$ cat src/hw/rtl/lgc_pkg.sv
// ----------------------------------------------------------------------------
// lgc_pkg
// Shared types and constants of the glyph cache tag unit: slot count,
// field widths, transaction structs and the controller-to-datapath command.
// ----------------------------------------------------------------------------
`default_nettype none

package lgc_pkg;

   localparam int SLOTS       = 8;
   localparam int SLOT_W      = (SLOTS > 1) ? $clog2(SLOTS) : 1;
   localparam int TREE_LEVELS = SLOT_W;
   localparam int TREE_SIZE   = 1 << SLOT_W;
   localparam int TAG_W       = 16;
   localparam int AGE_W       = 32;
   localparam int SLOT_OUT_W  = 3;

   localparam logic OP_ACCESS = 1'b0;
   localparam logic OP_FLUSH  = 1'b1;

   typedef struct packed {
      logic             op;
      logic [TAG_W-1:0] glyph_id;
      logic             fill_ok;
   } req_type;

   typedef struct packed {
      logic                  ok;
      logic                  hit;
      logic [SLOT_OUT_W-1:0] slot;
   } rsp_type;

   typedef struct packed {
      logic load_req;
      logic lookup;
      logic commit;
   } cmd_type;

endpackage

`default_nettype wire

$ cat src/hw/rtl/lru_glyph_cache_tags_unit.sv
// ----------------------------------------------------------------------------
// lru_glyph_cache_tags_unit
// Tag and LRU replacement controller of a fully associative glyph cache.
// ----------------------------------------------------------------------------
// Each transaction passes from acceptance through a lookup cycle (parallel
// tag compare across all slots and a registered-out age minimum tree) and a
// commit cycle that writes tags, valid bits, ages and the use counter and
// loads the response register. The next request is taken in the commit cycle,
// so a new request overlaps the last one only there and never its lookup;
// a stalled response holds the commit and with it the input. A flush clears
// all slots and the counter in its commit cycle. No clearing pass follows
// reset.
`default_nettype none

module lru_glyph_cache_tags_unit (
   input  wire logic             clock,
   input  wire logic             reset,
   input  wire logic             req_valid,
   output logic                  req_stall,
   input  wire lgc_pkg::req_type req_data,
   output logic                  rsp_valid,
   input  wire logic             rsp_stall,
   output lgc_pkg::rsp_type      rsp_data
);
   import lgc_pkg::*;

   cmd_type cmd;

   lgc_ctrl u_ctrl (
      .clock     (clock),
      .reset     (reset),
      .req_valid (req_valid),
      .req_stall (req_stall),
      .rsp_valid (rsp_valid),
      .rsp_stall (rsp_stall),
      .cmd       (cmd)
   );

   lgc_datapath u_datapath (
      .clock    (clock),
      .reset    (reset),
      .cmd      (cmd),
      .req_data (req_data),
      .rsp_data (rsp_data)
   );

endmodule

`default_nettype wire

$ cat src/hw/rtl/lgc_ctrl.sv
// ----------------------------------------------------------------------------
// lgc_ctrl
// Sequencer of the tag unit: takes a request, runs the lookup cycle, then
// commits the update and loads the response register.
// ----------------------------------------------------------------------------
`default_nettype none

module lgc_ctrl (
   input  wire logic             clock,
   input  wire logic             reset,
   input  wire logic             req_valid,
   output logic                  req_stall,
   output logic                  rsp_valid,
   input  wire logic             rsp_stall,
   output lgc_pkg::cmd_type      cmd
);
   import lgc_pkg::*;

   typedef enum logic [1:0] {
      ST_IDLE,
      ST_LOOKUP,
      ST_UPDATE
   } state_type;

   state_type state_ff, state_in;
   logic      rsp_valid_ff, rsp_valid_in;
   logic      rsp_free;
   logic      commit;
   logic      take_req;
   logic      load_req;

   always_comb begin
      rsp_free = !rsp_valid_ff || !rsp_stall;
      commit   = (state_ff == ST_UPDATE) && rsp_free;
      // a new request may enter in the same cycle the previous one commits
      take_req = (state_ff == ST_IDLE) || commit;
      load_req = req_valid && take_req;

      state_in = state_ff;
      case (state_ff)
         ST_IDLE: begin
            if (load_req) state_in = ST_LOOKUP;
         end
         ST_LOOKUP: begin
            state_in = ST_UPDATE;
         end
         ST_UPDATE: begin
            if (commit) state_in = load_req ? ST_LOOKUP : ST_IDLE;
         end
         default: begin
            state_in = ST_IDLE;
         end
      endcase

      rsp_valid_in = rsp_valid_ff;
      if (commit) begin
         rsp_valid_in = 1'b1;
      end else if (!rsp_stall) begin
         rsp_valid_in = 1'b0;
      end
   end

   always_ff @(posedge clock) begin
      if (reset) begin
         state_ff     <= ST_IDLE;
         rsp_valid_ff <= 1'b0;
      end else begin
         state_ff     <= state_in;
         rsp_valid_ff <= rsp_valid_in;
      end
   end

   assign req_stall    = !take_req;
   assign rsp_valid    = rsp_valid_ff;
   assign cmd.load_req = load_req;
   assign cmd.lookup   = (state_ff == ST_LOOKUP);
   assign cmd.commit   = commit;

endmodule

`default_nettype wire

$ cat src/hw/rtl/lgc_datapath.sv
// ----------------------------------------------------------------------------
// lgc_datapath
// Slot tags, valid bits, ages and use counter. Lookup cycle registers the
// hit slot and the victim; commit cycle updates the slots and the response.
// ----------------------------------------------------------------------------
`default_nettype none

module lgc_datapath (
   input  wire logic             clock,
   input  wire logic             reset,
   input  wire lgc_pkg::cmd_type cmd,
   input  wire lgc_pkg::req_type req_data,
   output lgc_pkg::rsp_type      rsp_data
);
   import lgc_pkg::*;

   req_type           req_ff;
   rsp_type           rsp_ff, rsp_in;

   logic [SLOTS-1:0]  slot_valid_ff;
   logic [TAG_W-1:0]  slot_tag_ff [SLOTS];
   logic [AGE_W-1:0]  slot_age_ff [SLOTS];
   logic [AGE_W-1:0]  use_counter_ff;

   logic              hit_ff, hit_in;
   logic [SLOT_W-1:0] hit_idx_ff, hit_idx_in;
   logic [SLOT_W-1:0] victim_ff, victim_in;

   logic [AGE_W-1:0]  lvl_age [TREE_LEVELS+1][TREE_SIZE];
   logic [SLOT_W-1:0] lvl_idx [TREE_LEVELS+1][TREE_SIZE];

   logic [SLOT_W-1:0] commit_idx;
   logic              commit_ok;
   logic [AGE_W-1:0]  next_count;

   // parallel tag compare, lowest matching slot wins
   always_comb begin
      hit_in     = 1'b0;
      hit_idx_in = '0;
      for (int i = SLOTS - 1; i >= 0; i--) begin
         if (slot_valid_ff[i] && (slot_tag_ff[i] == req_ff.glyph_id)) begin
            hit_in     = 1'b1;
            hit_idx_in = SLOT_W'(i);
         end
      end
   end

   // age minimum tree; padding leaves hold the largest age and a higher index
   always_comb begin
      for (int l = 0; l <= TREE_LEVELS; l++) begin
         for (int j = 0; j < TREE_SIZE; j++) begin
            lvl_age[l][j] = '1;
            lvl_idx[l][j] = SLOT_W'(j);
         end
      end
      for (int j = 0; j < SLOTS; j++) begin
         lvl_age[0][j] = slot_age_ff[j];
      end
      for (int l = 0; l < TREE_LEVELS; l++) begin
         for (int j = 0; j < (TREE_SIZE >> (l + 1)); j++) begin
            // strict compare keeps the lower index on a tie
            if (lvl_age[l][2*j+1] < lvl_age[l][2*j]) begin
               lvl_age[l+1][j] = lvl_age[l][2*j+1];
               lvl_idx[l+1][j] = lvl_idx[l][2*j+1];
            end else begin
               lvl_age[l+1][j] = lvl_age[l][2*j];
               lvl_idx[l+1][j] = lvl_idx[l][2*j];
            end
         end
      end
   end

   // victim: first free slot from 1 up, then slot 0, then the oldest
   always_comb begin
      victim_in = lvl_idx[TREE_LEVELS][0];
      if (!slot_valid_ff[0]) victim_in = '0;
      for (int i = SLOTS - 1; i >= 1; i--) begin
         if (!slot_valid_ff[i]) victim_in = SLOT_W'(i);
      end
   end

   always_comb begin
      commit_idx = hit_ff ? hit_idx_ff : victim_ff;
      commit_ok  = hit_ff || req_ff.fill_ok;
      next_count = use_counter_ff + AGE_W'(1);
      if (req_ff.op == OP_FLUSH) begin
         rsp_in.ok   = 1'b1;
         rsp_in.hit  = 1'b0;
         rsp_in.slot = '0;
      end else begin
         rsp_in.ok   = commit_ok;
         rsp_in.hit  = hit_ff;
         rsp_in.slot = SLOT_OUT_W'(commit_idx);
      end
   end

   // payload registers
   always_ff @(posedge clock) begin
      if (cmd.load_req) req_ff <= req_data;
      if (cmd.lookup) begin
         hit_ff     <= hit_in;
         hit_idx_ff <= hit_idx_in;
         victim_ff  <= victim_in;
      end
      if (cmd.commit) rsp_ff <= rsp_in;
      if (cmd.commit && (req_ff.op == OP_ACCESS) && !hit_ff && req_ff.fill_ok) begin
         slot_tag_ff[commit_idx] <= req_ff.glyph_id;
      end
   end

   // slot state
   always_ff @(posedge clock) begin
      if (reset) begin
         slot_valid_ff  <= '0;
         use_counter_ff <= '0;
         for (int i = 0; i < SLOTS; i++) slot_age_ff[i] <= '0;
      end else if (cmd.commit) begin
         if (req_ff.op == OP_FLUSH) begin
            slot_valid_ff  <= '0;
            use_counter_ff <= '0;
            for (int i = 0; i < SLOTS; i++) slot_age_ff[i] <= '0;
         end else begin
            if (!hit_ff) slot_valid_ff[commit_idx] <= req_ff.fill_ok;
            if (commit_ok) begin
               use_counter_ff          <= next_count;
               slot_age_ff[commit_idx] <= next_count;
            end
         end
      end
   end

   assign rsp_data = rsp_ff;

   a_flush_clears: assert property (@(posedge clock) disable iff (reset)
      (cmd.commit && (req_ff.op == OP_FLUSH))
      |=> (use_counter_ff == '0) && (slot_valid_ff == '0))
      else $error("flush left live slots or a nonzero use counter");

   a_served_slot_valid: assert property (@(posedge clock) disable iff (reset)
      (cmd.commit && (req_ff.op == OP_ACCESS) && commit_ok)
      |=> slot_valid_ff[$past(commit_idx)]
          && (slot_age_ff[$past(commit_idx)] == use_counter_ff))
      else $error("served slot not valid or not stamped with the counter");

   a_hit_matches: assert property (@(posedge clock) disable iff (reset)
      (cmd.commit && (req_ff.op == OP_ACCESS) && hit_ff)
      |-> slot_valid_ff[hit_idx_ff] && (slot_tag_ff[hit_idx_ff] == req_ff.glyph_id))
      else $error("hit reported on a slot that does not hold the glyph");

endmodule

`default_nettype wire

$ cat config.mk
export PLATFORM = sky130hd
export DESIGN_NAME = lru_glyph_cache_tags_unit
export DESIGN_NICKNAME = d
export VERILOG_FILES = /design/src/hw/rtl/lgc_pkg.sv /design/src/hw/rtl/lru_glyph_cache_tags_unit.sv /design/src/hw/rtl/lgc_ctrl.sv /design/src/hw/rtl/lgc_datapath.sv
export SDC_FILE = /design/constraint.sdc
export NUM_CORES = 1
export LEC_CHECK = 0
export ABC_AREA = 1
export BUFFER_PORTS_ARGS = -buffer_cell sky130_fd_sc_hd__buf_2
export CAP_MARGIN = 25
export CORE_UTILIZATION = 39
export DETAILED_ROUTE_END_ITERATION = 12
export GPL_TIMING_DRIVEN = 0
export PLACE_DENSITY = 0.62
export SYNTH_ARGS = -nofsm -noshare
export SYNTH_HDL_FRONTEND = slang
export SYNTH_HIERARCHICAL = 1
export SYNTH_SLANG_ARGS = --single-unit
export TNS_END_PERCENT = 5
$ cat constraint.sdc
create_clock -name clock -period 8.6 [get_ports clock]
set_input_delay 2.58 -clock clock [delete_from_list [all_inputs] [get_ports clock]]
set_output_delay 2.58 -clock clock [all_outputs]
set_load 0.02 [all_outputs]
==> results.py <==
metrics = {
    "drt": {
        "routed_wl_mm": 72.1,
        "routedWlPerCell_um": 20.2,
        "drt_iter0_drc": 1672,
        "drc": 0,
        "vias": 19300,
        "antenna_left": 0,
        "avgViaCountPerCell": 5.41,
        "first_pass_iters": 6,
    },
    "power": {
        "swShare_pct": 28.4,
        "p_seq_share_pct": 45.5,
        "internal_power_mw": 3.97,
        "power_switching_mw": 1.57,
        "peakVddDrop_mv": 0.173,
        "comb_power_share_pct": 15.8,
        "clkPwrFrac_pct": 38.7,
        "power.leakage_nw": 10.7,
        "power_density_nw_per_um2": 199,
        "fin_total_pwr_mw": 5.55,
    },
    "yosys": {
        "synthTopCellsByCount": "nand2_1 (506), edfxtp_1 (414), nor2_1 (358)",
        "netlist_area_um2": 24700,
        "synth_area_leaders": "edfxtp_1 (50%), ha_1 (11%), nand2_1 (7.7%)",
        "yosysSeqAreaShare_pct": 53.8,
        "synthFlopType": "edfxtp_1",
        "ys_warn_count": 6,
        "synthDominantCellAreaShare_pct": 50.3,
        "synth_most_common_cell": "nand2_1",
        "yosys_register_bits": 457,
        "syn_nets": 2823,
        "synthCells": 2583,
        "yosysUniqueCellTypes": 52,
        "yosysTopAreaCell": "edfxtp_1",
        "postSynth.asyncResetShare_pct": 0,
        "synth_edf_count": 414,
        "postSynthAreaPerCell_um2": 9.57,
    },
    "timing": {
        "rsz0062_at_grt": "false",
        "post-route-period-util_pct": 90.2,
        "hold_viol_final": 0,
        "tns_ns": 0,
        "drv_slew": 0,
        "fin_ws_ns": 0.846,
        "skew_ns": 0.0627,
        "maxSlewHeadroom_pct": 30.1,
        "finalSetupViolCount": 0,
        "holdWs_ns": 0.494,
        "fmax_mhz": 129,
        "worst_pin_slew_ns": 1.05,
        "post-route-min-period_ns": 7.75,
    },
    "setup_path": {
        "cp_num_cells": 34,
        "critPathMaxStageDelay_ns": 0.50,
        "critical_path_buf_inv_count": 6,
        "cp_common_cell": "nand2_1",
        "critPathCaptureType": "register",
        "cp_max_fo": 10,
        "critical_path_class": "reg2reg",
        "required_ns": 9.05,
        "ff2ff_path_depth": 34,
        "arrival_ns": 8.20,
        "cp_slowest_cell": "clkbuf_1",
        "start_kind": "register",
        "cp_top_family": "simple AND/OR/NAND/NOR gates",
    },
    "cts": {
        "cts_buffer_depth": 3,
        "clk_pin_slew_ns": 0.06,
        "h-tree-depth": 2,
        "clock_latency_ns": 0.63,
        "cts_hold_buffers": 0,
        "cts_sinks": 457,
        "cts_buffers": 52,
        "cts-root-buf": "clkbuf_16",
        "cts_tree": "yes",
    },
    "place": {
        "place_congestion": 0.901,
        "io_buffers": 28,
        "placed_area_um2": 26200,
        "dpl.hpwl_mm": 54.0,
        "preCtsSetupSlack_ns": 0.762,
    },
    "finish": {
        "n_antenna_cell": 0,
        "syn2layout_area_growth_pct": 12.7,
        "drive_gt1_share_pct": 6.67,
        "nets": 2926,
        "design_area_um2": 27800,
    },
    "floorplan": {
        "io_pins": 29,
        "die_area_um2": 64400,
        "coreArea_um2": 62200,
        "die_x_um": 254,
        "initial_core_util_pct": 39.7,
        "std_cell_rows": 91,
        "die_h_um": 254,
    },
    "global_routing": {
        "grtUsageTotal_pct": 22.6,
        "grt_max_degree": 33,
        "grt_pass1_vias": 19100,
        "antenna_found_initial": 0,
        "grt_pass1_wl_mm": 110,
        "grt_overflow": 0,
    },
    "run_status": {
        "status": "finished clean",
    },
    "flow_run": {
        "cap_violations": 0,
    },
    "worst_hold_path": {
        "worstHoldPathCells": 2,
        "hold_path.class": "reg2reg",
    },
}
[layer usage]
metal	up-vias	GRT usage (%)	routed length, um
met4	0	10.6	3240
met2	700	39.2	35200
met5	-	0	0
met1	9260	27.7	29400
li1	9174	-	-
met3	172	3.12	4270
[what timing repair did]
action / CTS / global route
gates resized for setup: 0 / 1
buffers inserted: 0 / 0
setup endpoints to repair: 0 / 1
[logic make-up (layout without fill, tap and decap cells)]
group,count (synthesis),in the layout,synth area share (%)
AOI/OAI and AO/OA,496,496,11.3
and+or+nand+nor,1030,1030,17.2
buffers and inverters,338,485,5.18
xor gates and xnor gates,44,44,1.56
adders and majority gates,218,218,11.0
DFF,457,457,53.8
[flip-flops by register name, indices dropped and copies added (netlist names)]
register                   cells
u_datapath/rsp_data            5
u_datapath/slot_valid_ff       8
u_datapath/hit_ff              1
u_datapath/slot_tag_ff       128
u_datapath/use_counter_ff     32
u_datapath/hit_idx_ff          3
u_ctrl/state_ff                2
u_datapath/victim_ff           3
u_datapath/req_ff             18
u_ctrl/rsp_valid               1
u_datapath/slot_age_ff       256
[cell usage in the layout, fill, tap and decap left out, types with 9 or more instances in the layout]
cell type / instances
a211oi_1: 13
a21oi_1: 119
a221oi_1: 14
buf_2: 28
buf_4: 15
clkbuf_1: 101
clkbuf_16: 52
clkinv_1: 17
clkinv_2: 9
dfxtp_1: 43
edfxtp_1: 414
ha_1: 218
inv_1: 230
nand2_1: 500
nand3_1: 55
nand4_1: 24
nor2_1: 355
nor3_1: 22
nor4_1: 25
o21ai_0: 265
o22ai_1: 19
o31ai_1: 14
or2_2: 18
xnor2_1: 12
xor2_1: 30
[power groups by stage]
| stage | clock, mW | combinational [mW] | sequential, mW |
|---|---|---|---|
| floorplan | 0 | 0.571 | 2.55 |
| global placement | 0 | 0.824 | 2.57 |
| detailed placement | 0 | 0.862 | 2.57 |
| CTS | 2.20 | 0.868 | 2.52 |
| global route | 2.27 | 0.982 | 2.53 |
| finish | 2.15 | 0.877 | 2.52 |
[worst register-to-register path: cells and delay by family, from the launching register on]
family,cells,cell delay [ns]
buffers and inverters,6,1.79
flip-flops,1,0.33
AND/OR/NAND/NOR,17,2.58
adder cells (fa/ha/maj),3,1.01
AO/OA/AOI/OAI,8,1.88
[per-stage QoR]
| step | std cells | util, % |
|---|---|---|
| 4_1_cts | 3565 | 44.7 |
| 3_3_place_gp | 3448 | 41.7 |
| 5_1_grt | 3567 | 44.8 |
| 3_5_place_dp | 3467 | 42.1 |
| 6_report | 3567 | 44.8 |
| 2_1_floorplan | 2583 | - |
[final cells by class]
cell class,count,area (um2)
Fill cell,5909,34300
Inverter,245,920
Multi-Input combinational cell,1788,10200
Clock buffer,75,1460
Timing Repair Buffer,49,384
Clock inverter,23,198
Sequential cell,457,13300
Tap cell,837,1050
Buffer,93,360
[worst paths after layout]
| check | to | startpoint | slack (ns) |
|---|---|---|---|
| max | u_datapath/victim_ff[1]$_SDFFCE_PN0P_ | u_datapath/slot_age_ff[2][31]$_SDFFCE_PN0P_ | 0.85 |
| min | u_datapath/use_counter_ff[6]$_SDFFE_PP0P_ | u_datapath/use_counter_ff[6]$_SDFFE_PP0P_ | 0.49 |
| max reg2reg | u_datapath/victim_ff[1]$_SDFFCE_PN0P_ | u_datapath/slot_age_ff[2][31]$_SDFFCE_PN0P_ | 0.85 |
| min reg2reg | u_datapath/use_counter_ff[6]$_SDFFE_PP0P_ | u_datapath/use_counter_ff[6]$_SDFFE_PP0P_ | 0.49 |
(Power assumes the default switching activity.)
